[src/sodq_pkg.sv]
// shared types and constants for the size ordered dedup queue
// no dependencies
package sodq_pkg;

	localparam int QueueDepth = 16;
	localparam int IDX_W = $clog2(QueueDepth);
	localparam int CNT_W = $clog2(QueueDepth + 1);
	localparam int COUNT_W = 5;

	localparam logic [1:0] MODE_INSERT = 2'd0;
	localparam logic [1:0] MODE_PICK = 2'd1;
	localparam logic [1:0] MODE_REMOVE = 2'd2;
	localparam logic [1:0] MODE_FLUSH = 2'd3;

	localparam logic [1:0] ST_OK = 2'd0;
	localparam logic [1:0] ST_DUP = 2'd1;
	localparam logic [1:0] ST_FULL = 2'd2;
	localparam logic [1:0] ST_NONE = 2'd3;

	typedef enum logic [2:0] {
		S_IDLE,
		S_EVAL,
		S_APPLY,
		S_FLUSH,
		S_FLUSH_END,
		S_EMIT
	} state_t;

	typedef struct packed {
		logic load;
		logic eval;
		logic apply;
		logic flush_step;
		logic flush_end;
		logic emit;
	} cmd_t;

	typedef struct packed {
		logic is_flush;
		logic flush_last;
		logic out_busy;
	} stat_t;

endpackage

[src/sodq_ctrl.sv]
// controller state machine of the size ordered dedup queue
// depends on sodq_pkg
module sodq_ctrl (
	input  logic           clk,
	input  logic           arst_n,
	input  logic           s_tvalid,
	output logic           s_tready,
	input  sodq_pkg::stat_t st,
	output sodq_pkg::cmd_t  cmd
);
	import sodq_pkg::*;

	state_t state_q, state_n;

	always_ff @(posedge clk or negedge arst_n) begin
		if (!arst_n) begin
			state_q <= S_IDLE;
		end else begin
			state_q <= state_n;
		end
	end

	always_comb begin
		state_n = state_q;
		case (state_q)
			S_IDLE: begin
				if (s_tvalid) state_n = S_EVAL;
			end
			S_EVAL: begin
				state_n = st.is_flush ? S_FLUSH : S_APPLY;
			end
			S_APPLY: state_n = S_EMIT;
			S_FLUSH: begin
				if (st.flush_last) state_n = S_FLUSH_END;
			end
			S_FLUSH_END: state_n = S_EMIT;
			S_EMIT: begin
				if (!st.out_busy) state_n = S_IDLE;
			end
			default: state_n = S_IDLE;
		endcase
	end

	always_comb begin
		cmd = '0;
		s_tready = 1'b0;
		case (state_q)
			S_IDLE: begin
				s_tready = 1'b1;
				cmd.load = s_tvalid;
			end
			S_EVAL: cmd.eval = 1'b1;
			S_APPLY: cmd.apply = 1'b1;
			S_FLUSH: cmd.flush_step = 1'b1;
			S_FLUSH_END: cmd.flush_end = 1'b1;
			S_EMIT: cmd.emit = !st.out_busy;
			default: cmd = '0;
		endcase
	end

endmodule

[config.mk]
export PLATFORM = sky130hd
export DESIGN_NAME = sodq_ctrl
export DESIGN_NICKNAME = d
export VERILOG_FILES = /design/src/sodq_pkg.sv /design/src/sodq_ctrl.sv
export SDC_FILE = /design/constraint.sdc
export NUM_CORES = 1
export LEC_CHECK = 0
export BUFFER_PORTS_ARGS = -buffer_cell sky130_fd_sc_hd__buf_2
export CORE_AREA = 2 2 39 41
export DETAILED_ROUTE_END_ITERATION = 10
export DIE_AREA = 0 0 41 43
export GPL_TIMING_DRIVEN = 0
export SYNTH_ARGS = -nofsm -noshare
export SYNTH_HDL_FRONTEND = slang
export SYNTH_SLANG_ARGS = --single-unit
[constraint.sdc]
create_clock -name clk -period 1.8 [get_ports clk]
set_clock_uncertainty 0.2 [all_clocks]
set_input_delay 0.54 -clock clk [delete_from_list [all_inputs] [get_ports clk]]
set_output_delay 0.54 -clock clk [all_outputs]
set_load 0.005 [all_outputs]
==> impl_metrics.toml, run 1 <==
[status]
outcome = "complete, but fails checks"
violations = "negative setup slack"

[clocking]
cts_tree = "built"
htreeDepth = 1
numCtsBuffers = 3
clk_path_buf_depth = 2
clkTransAtPathRegs_ns = 0.03
clkSinkCount = 3
root_buffer = "clkbuf_4"
clock_latency_ns = 0.23

[global_route]
antenna_found_initial = 0
grt_pass1_vias = 292
grt_pass1_wl_mm = 1.12
grt_usage_pct = 9.77
grt-ovfl-total = 0
grt_max_degree = 7

[synth]
yosys.area_share.simple_pct = 26.2
synth_edf_count = 0
ys_seq_area_share_pct = 35.7
synth_area_um2 = 210
mappedNetlistNets = 32
synth_top_family_by_area = "simple AND/OR/NAND/NOR gates"
ys.flop_type = "dfrtp_1"
avgSynthCellArea_um2 = 8.08
ys_ff_latch = 3
async_flop_share_pct = 100
yosysWarnings = 0
synth_xor_area_share_pct = 0
synth-compound-area-share_pct = 18.5
syn_inst = 26
ys_types = 16
synth_top_area_share_pct = 35.7
synth_mux_area_share_pct = 4.76
synth_common_cells = "a21oi_1 (3), dfrtp_1 (3), nor2_1 (3), nor3_1 (3)"
yosys-top-cells-area = "dfrtp_1 (36%), a21oi_1 (7.1%), nor3_1 (7.1%), nor2b_1 (6.0%), buf_6 (5.4%)"
yosysTopAreaCell = "dfrtp_1"
synth-adder-area-share_pct = 0

[routing]
drt_wl_total_um = 599
wire_per_inst_um = 9.36
drtAntennaViolNets = 0
drc = 0
top_layer = "met4"
routed_via_density = 4.06
drt_first_iter_violations = 0
drt-pass1-iter-count = 1
dr_wl_met3_um = 43
dr_wl_met2_um = 313
wl_met1_um = 234
via_count = 260

[worst_setup_path]
worst_setup_path_end_kind = "output port"
worstPathArrival_ns = 1.10
path_buf_inv = 1
reg2reg_from = "state_q[2]$_DFFE_PN0P_"
slowest_delay_ns = 0.43
critPathLaunchType = "register"
r2r_cells = 5
crit_family = "flip-flops"
path_cells = "nor3_2 -> and2_1 -> buf_2"
slowest_stage = "dfrtp_2"
r2r_slack_ns = 0.39
required_ns = 1.06
r2r-end = "state_q[0]$_DFFE_PN0P_"
critPathKind = "register to output port"
cp_max_fo = 4

[min_path]
holdCritStartpoint = "st[1]"
worst_hold_path.num_cells = 2
hp-class = "input pin to register"
min_to = "state_q[1]$_DFFE_PN0P_"

[power_and_ir_drop]
ir_drop_mv = 0.502
power.internal_uw = 460
p_leak_nw = 0.217
clkPwrFrac_pct = 16.0
power_frac_seq_pct = 22.0
pwr-share-comb_pct = 62.0
p_per_area_mw_per_mm2 = 1750
power_uw = 737
power_switching_uw = 277
swShare_pct = 37.6

[floorplanning]
boundaryPins = 13
die-area_mm2 = 0.00176
die_h_um = 43
die_w_um = 41
num_rows = 14
coreArea_mm2 = 0.00138
initial_core_util_pct = 15.2

[timing]
layout_min_cycle_time_ns = 1.84
setup_viol = 3
maxSlewHeadroom_pct = 87.5
setup_slack_ns = -0.0365
rsz0062_at_grt = "yes"
post-route-period-util_pct = 102
fmax_mhz = 545
tightest_slew_ns = 0.186
hold_viol = 0
hold_ws_ns = 0.315
fin_tns_setup_ns = -0.0467
drv_slew = 0

[placement]
io_buffers = 12
hpwl_um = 374
routabilityCongestion = 0.691
placedCellCount = 54

[finish]
filler_cell_count = 149
largestRegisters = "state_q x3"
areaGrowthSynthToFinish_pct = 101
fin_cells = 64
regMostFlops = "state_q"
largest_reg_flops = 3
num_antenna_cells = 0
nets = 55
layout-drive-gt1-share_pct = 70.8

[run]
maxCapViolations = 0
[placed cells by master (no fill, tap or decap)]
| master | netlist | routed |
|---|---|---|
| nor3_1 | 3 | 1 |
| clkbuf_1 | 0 | 1 |
| buf_6 | 1 | 3 |
| buf_2 | 1 | 12 |
| nand2_4 | 0 | 1 |
| dfrtp_2 | 0 | 3 |
| inv_1 | 2 | 1 |
| o2bb2ai_1 | 1 | 1 |
| a211oi_1 | 1 | 1 |
| buf_4 | 1 | 5 |
| nor2b_1 | 2 | 1 |
| mux2i_1 | 1 | 1 |
| nor2b_4 | 0 | 1 |
| a21o_1 | 1 | 1 |
| a21oi_1 | 3 | 3 |
| clkbuf_4 | 0 | 3 |
| nor3_4 | 0 | 1 |
| inv_2 | 0 | 1 |
| dlygate4sd3_1 | 0 | 1 |
| and2_1 | 1 | 1 |
| nand2b_4 | 0 | 1 |
| nor2_2 | 0 | 2 |
| nor3_2 | 0 | 1 |
| nor2_1 | 3 | 1 |
[metrics by stage]
stage	setup slack, ns	utilization (%)	area (um^2)
final	-0.0365	30.5	422
after global routing	-0.0889	30.5	422
after CTS	-0.0494	29.6	409
after detailed placement	0.0322	21.0	290
after global placement	0.0311	21.0	290
after floorplan	0.162	-	210
[per-layer routing]
layer	GRT usage, %	vias up
met5	0	-
met4	10.0	0
met3	3.14	2
met2	12.5	10
met1	11.7	120
li1	-	128
[worst register-to-register path, delay by kind of cell, from the launching register on]
family / cells / cell delay, ns
buffers and inverters: 2 / 0.28
flip-flops: 1 / 0.43
multiplexers: 1 / 0.11
AO/OA/AOI/OAI: 2 / 0.34
[repair_timing]
item	in CTS	in global routing
gates resized for setup	9	8
setup endpoints to repair	7	6
hold buffers	1	0
hold endpoints to repair	3	0
buffers inserted	8	0
pin swaps	2	3
[power by group through the flow]
stage / Combinational (mW) / Sequential [mW] / Clock (mW)
floorplan: 0.210 / 0.119 / 0
global placement: 0.291 / 0.124 / 0
detailed placement: 0.295 / 0.125 / 0
CTS: 0.445 / 0.145 / 0.122
global route: 0.508 / 0.170 / 0.134
finish: 0.457 / 0.162 / 0.118
[how the worst max path moves through the flow]
| stage | from | endpoint | slack (ns) | cells after the start |
|---|---|---|---|---|
| final | state_q[1]$_DFFE_PN0P_ | cmd[5] | -0.04 | 3 |
| after global routing | state_q[1]$_DFFE_PN0P_ | cmd[0] | -0.09 | 4 |
| after CTS | state_q[1]$_DFFE_PN0P_ | cmd[5] | -0.05 | 3 |
| after detailed placement | st[0] | cmd[0] | 0.03 | 4 |
| after global placement | st[0] | cmd[0] | 0.03 | 4 |
| after floorplan | state_q[0]$_DFFE_PN0P_ | cmd[5] | 0.16 | 3 |
[cell families after synthesis]
| logic type | count (synthesis) |
|---|---|
| compound gates | 6 |
| buf+inv | 5 |
| flops | 3 |
| mux | 1 |
| simple gates | 11 |
[area by class of cell]
| type | count | area [um^2] | share of cell area (%) |
|---|---|---|---|
| sequential | 3 | 78.8 | 18.7 |
| timing repair buffer | 21 | 141 | 33.5 |
| multi-input combinational | 18 | 148 | 35.0 |
| tap | 16 | 20.0 | 4.75 |
| clock buffer | 4 | 26.3 | 6.23 |
| inverter | 2 | 7.51 | 1.78 |
No activity file was read; power rests on OpenSTA's default activity.
==> run 2: changes to the inputs <==
--- a/config.mk
+++ b/config.mk
@@ -10,6 +10,7 @@
 export DETAILED_ROUTE_END_ITERATION = 10
 export DIE_AREA = 0 0 41 43
 export GPL_TIMING_DRIVEN = 0
+export PLACE_DENSITY = 0.47
 export SYNTH_ARGS = -nofsm -noshare
 export SYNTH_HDL_FRONTEND = slang
 export SYNTH_SLANG_ARGS = --single-unit
==> impl_metrics.toml, run 2 (synthesis gave the netlist of run 1 again) <==
[min_path]
hp-class = "input pin to register"
holdCritStartpoint = "st[1]"

[finish]
nets = 58
largestRegisters = "state_q x3"
fin_cells = 67
filler_cell_count = 155
final_common_cell = "buf_2"
num_antenna_cells = 0
layout_common_cells = "buf_2 (12), buf_4 (8), buf_6 (3), a21oi_1 (3), clkbuf_4 (3)"
areaGrowthSynthToFinish_pct = 111
utilization_pct = 32.0
regMostFlops = "state_q"
fin_area_um2 = 443
layout-drive-gt1-share_pct = 70.6
largest_reg_flops = 3

[global_route]
grt_usage_pct = 9.77
antenna_found_initial = 0
grt_pass1_wl_mm = 1.09
grt-ovfl-total = 0
grt_max_degree = 7
grt_pass1_vias = 280

[routing]
drt_first_iter_violations = 1
drc = 0
wire_per_inst_um = 9.72
routed_via_density = 4.06
drt_wl_total_um = 651
via_count = 272
drtAntennaViolNets = 0
drt-pass1-iter-count = 4

[power_and_ir_drop]
swShare_pct = 37.0
p_per_area_mw_per_mm2 = 1800
ir_drop_mv = 0.710
p_leak_nw = 0.231
power_switching_uw = 295
power_frac_seq_pct = 18.0
power.internal_uw = 501
clkPwrFrac_pct = 15.1
pwr-share-comb_pct = 66.9
power_uw = 796

[timing]
tightest_slew_ns = 0.188
fmax_mhz = 543
layout_min_cycle_time_ns = 1.84
post-route-period-util_pct = 102
drv_slew = 0
hold_ws_ns = 0.315
setup_slack_ns = -0.0430
rsz0062_at_grt = "yes"
setup_viol = 3
hold_viol = 0
fin_tns_setup_ns = -0.0719
maxSlewHeadroom_pct = 87.4

[worst_setup_path]
cp_max_fo = 4
path_cells = "nor3_4 -> and2_1 -> buf_2"
r2r_slack_ns = 0.22
critPathLaunchType = "register"
startpoint = "state_q[1]$_DFFE_PN0P_"
path_buf_inv = 1
slowest_stage = "dfrtp_2"
required_ns = 1.06
critPathKind = "register to output port"
crit_family = "flip-flops"
worst_setup_path_end_kind = "output port"
slowest_delay_ns = 0.44
reg2reg_from = "state_q[0]$_DFFE_PN0P_"
worstPathArrival_ns = 1.10

[status]
outcome = "complete, but fails checks"
violations = "negative setup slack"

[placement]
hpwl_um = 363
dp_slack_ns = 0.0312
routabilityCongestion = 0.680
placed_area_um2 = 290
placedCellCount = 54
io_buffers = 12

[clocking]
numCtsBuffers = 3
clkTransAtPathRegs_ns = 0.04
htreeDepth = 1
root_buffer = "clkbuf_4"
clkSinkCount = 3
clk_path_buf_depth = 2
cts_tree = "built"
clock_latency_ns = 0.24

[floorplanning]
boundaryPins = 13
num_rows = 14
die_w_um = 41
coreArea_mm2 = 0.00138
initial_core_util_pct = 15.2
die_h_um = 43
die-area_mm2 = 0.00176

[run]
maxCapViolations = 0
-- run 2: changes by cell type in the layout (fill, tap and decap cells not counted) --
cell	previous run	this run
buf_4	5	8
dfrtp_1	0	1
dfrtp_2	3	2
-- run 2: worst paths after layout --
kind                                                to  cells past startpoint
worst min register to register  state_q[1]$_DFFE_PN0P_                      2
worst min-delay path            state_q[1]$_DFFE_PN0P_                      2
worst max-delay path                            cmd[5]                      3
min in group asynchronous       state_q[1]$_DFFE_PN0P_                      2
worst max register to register  state_q[0]$_DFFE_PN0P_                      7
max in group asynchronous       state_q[2]$_DFFE_PN0P_                      2
-- run 2: cell type report --
class	instances	area (um^2)	area share [%]
multi-input cells	18	148	33.3
inverters	2	7.51	1.69
clock buffers	4	26.3	5.93
repair buffers	23	153	34.5
flip-flops and latches	3	77.6	17.5
plain buffers	1	11.3	2.54
well taps	16	20.0	4.52
-- run 2: per-layer routing --
| layer | global-route usage, % | vias up | part of all wire, % |
|---|---|---|---|
| met5 | 0 | - | 0 |
| met4 | 12.0 | 0 | 2.2 |
| met3 | 3.14 | 2 | 6.3 |
| met2 | 12.8 | 13 | 53 |
| met1 | 10.4 | 123 | 38 |
| li1 | - | 134 | - |
-- run 2: power groups by stage --
stage | sequential (mW) | combinational (mW) | clock, mW
2_1_floorplan | 0.119 | 0.210 | 0
3_3_place_gp | 0.125 | 0.296 | 0
3_5_place_dp | 0.124 | 0.298 | 0
4_1_cts | 0.131 | 0.500 | 0.125
5_1_grt | 0.147 | 0.579 | 0.134
6_report | 0.144 | 0.532 | 0.120
-- run 2: repair_timing --
item | CTS | global route
hold endpoints to repair | 3 | 0
setup endpoints to repair | 7 | 7
hold buffers | 1 | 0
resized for setup | 14 | 3
setup buffers | 7 | 3
pin swaps | 4 | 2
gates cloned | 0 | 0
==> run 3: changes to the inputs <==
--- a/config.mk
+++ b/config.mk
@@ -5,12 +5,13 @@
 export SDC_FILE = /design/constraint.sdc
 export NUM_CORES = 1
 export LEC_CHECK = 0
-export BUFFER_PORTS_ARGS = -buffer_cell sky130_fd_sc_hd__buf_2
 export CORE_AREA = 2 2 39 41
 export DETAILED_ROUTE_END_ITERATION = 10
 export DIE_AREA = 0 0 41 43
+export DONT_BUFFER_PORTS = 1
 export GPL_TIMING_DRIVEN = 0
-export PLACE_DENSITY = 0.47
+export PLACE_DENSITY = 0.38
+export RECOVER_POWER = 50
 export SYNTH_ARGS = -nofsm -noshare
 export SYNTH_HDL_FRONTEND = slang
 export SYNTH_SLANG_ARGS = --single-unit
==> impl_metrics.toml, run 3 (synthesis gave the netlist of run 1 again) <==
[power_and_ir_drop]
ir_drop_mv = 0.524
p_per_area_mw_per_mm2 = 1920
p_leak_nw = 0.154

[finish]
regMostFlops = "state_q"
filler_cell_count = 160
utilization_pct = 25.1
fin_cells = 51
num_antenna_cells = 0
largest_reg_flops = 3
ff_latch_area_um2 = 77.6
areaGrowthSynthToFinish_pct = 65.5
fin_area_um2 = 348
largestRegisters = "state_q x3"
nets = 42
layout_common_cells = "buf_4 (6), a21oi_1 (3), clkbuf_4 (3)"
multiInputGateArea_um2 = 150
final_common_cell = "buf_4"
layout-drive-gt1-share_pct = 57.1

[clocking]
numCtsBuffers = 3
clkTransAtPathRegs_ns = 0.04
clock_latency_ns = 0.24
htreeDepth = 1
cts_tree = "built"
clk_path_buf_depth = 2
root_buffer = "clkbuf_4"
clkSinkCount = 3

[routing]
drt-pass1-iter-count = 2
drc = 0
wire_per_inst_um = 11.9
drtAntennaViolNets = 0
drt_first_iter_violations = 6
routed_via_density = 4.37
drt_wl_total_um = 609
via_count = 223

[min_path]
hp-class = "input pin to register"

[worst_setup_path]
worst_setup_path_end_kind = "output port"
cp_max_fo = 5
critPathKind = "register to output port"
required_ns = 1.06
slowest_delay_ns = 0.45
path_cells = "nor3_4 -> and2_4"
slowest_stage = "dfrtp_2"
critPathLaunchType = "register"
worstPathArrival_ns = 1.08

[timing]
setup_viol = 1
hold_viol = 0
fmax_mhz = 549
setup_slack_ns = -0.0215
post-route-period-util_pct = 101
layout_min_cycle_time_ns = 1.82
tightest_slew_ns = 0.199
drv_slew = 0
maxSlewHeadroom_pct = 86.6
rsz0062_at_grt = "yes"
fin_tns_setup_ns = -0.0215

[global_route]
use_met1_pct = 9.42
grt_max_degree = 9
grt-ovfl-total = 0
globalRouteMet2Util_pct = 11.3
grt_pass1_wl_um = 952
grt_pass1_vias = 230
grt_usage_pct = 8.66
antenna_found_initial = 0
met3_usage_pct = 4.71
grt_busiest_layer = "met2"

[placement]
placedCellCount = 42
routabilityCongestion = 0.613
placed_area_um2 = 230
io_buffers = 0
hpwl_um = 368

[floorplanning]
die-area_mm2 = 0.00176
die_h_um = 43
coreArea_mm2 = 0.00138
boundaryPins = 13
num_rows = 14
die_w_um = 41
initial_core_util_pct = 15.2

[run]
maxCapViolations = 0

[status]
outcome = "complete, but fails checks"
violations = "negative setup slack"
-- run 3: changes by cell type in the layout (fill, tap and decap cells not counted), sizes merged --
| cell | before | now |
|---|---|---|
| buf | 23 | 7 |
-- run 3: what timing repair did --
action,in CTS,in global routing
setup endpoints to repair,3,5
setup buffers,5,0
hold buffers,1,0
gates resized for setup,9,6
pin swaps,2,0
hold endpoints to repair,3,0
-- run 3: metal layers --
| metal | part of all wire, % | vias up | wire [um] |
|---|---|---|---|
| li1 | - | 103 | - |
| met1 | 39 | 109 | 235 |
| met2 | 53 | 11 | 323 |
| met3 | 8.2 | 0 | 50 |
| met4 | 0 | 0 | 0 |
| met5 | 0 | - | 0 |
-- run 3: layout make-up --
| class | instances | area share (%) |
|---|---|---|
| multi-input combinational | 18 | 43.2 |
| sequential | 3 | 22.3 |
| timing repair buffer | 6 | 13.7 |
| clock buffer | 4 | 7.55 |
| tap | 16 | 5.76 |
| buffer | 2 | 5.40 |
| inverter | 2 | 2.16 |
-- run 3: worst max-delay path, delay by kind of cell, from the launching register on --
kind             cells  cell delay (ns)
DFF                  1             0.45
and+or+nand+nor      2             0.39
-- run 3: through the flow --
stage | total power [mW] | hold WS (ns) | setup slack (ns)
2_1_floorplan | 0.329 | 0.0444 | 0.162
3_3_place_gp | 0.368 | 0.0445 | 0.0757
3_5_place_dp | 0.369 | 0.0445 | 0.0891
4_1_cts | 0.649 | 0.171 | -0.0328
5_1_grt | 0.716 | 0.182 | -0.0784
6_report | 0.668 | 0.185 | -0.0215
-- run 3: final timing paths --
kind | startpoint | to | slack [ns] | depth (start not counted)
max in group asynchronous | arst_n | state_q[2]$_DFFE_PN0P_ | 0.89 | 1
worst min register to register | state_q[2]$_DFFE_PN0P_ | state_q[1]$_DFFE_PN0P_ | 0.45 | 2
worst max register to register | state_q[0]$_DFFE_PN0P_ | state_q[0]$_DFFE_PN0P_ | 0.45 | 5
worst max-delay path | state_q[1]$_DFFE_PN0P_ | cmd[5] | -0.02 | 2
worst min-delay path | st[1] | state_q[1]$_DFFE_PN0P_ | 0.18 | 1
min in group asynchronous | arst_n | state_q[0]$_DFFE_PN0P_ | 0.35 | 1
-- run 3: where the power goes --
group	switching [mW]	internal [mW]	total, mW
Combinational	0.179	0.214	0.393
Clock	0.0427	0.0836	0.126
Sequential	0.0444	0.104	0.148
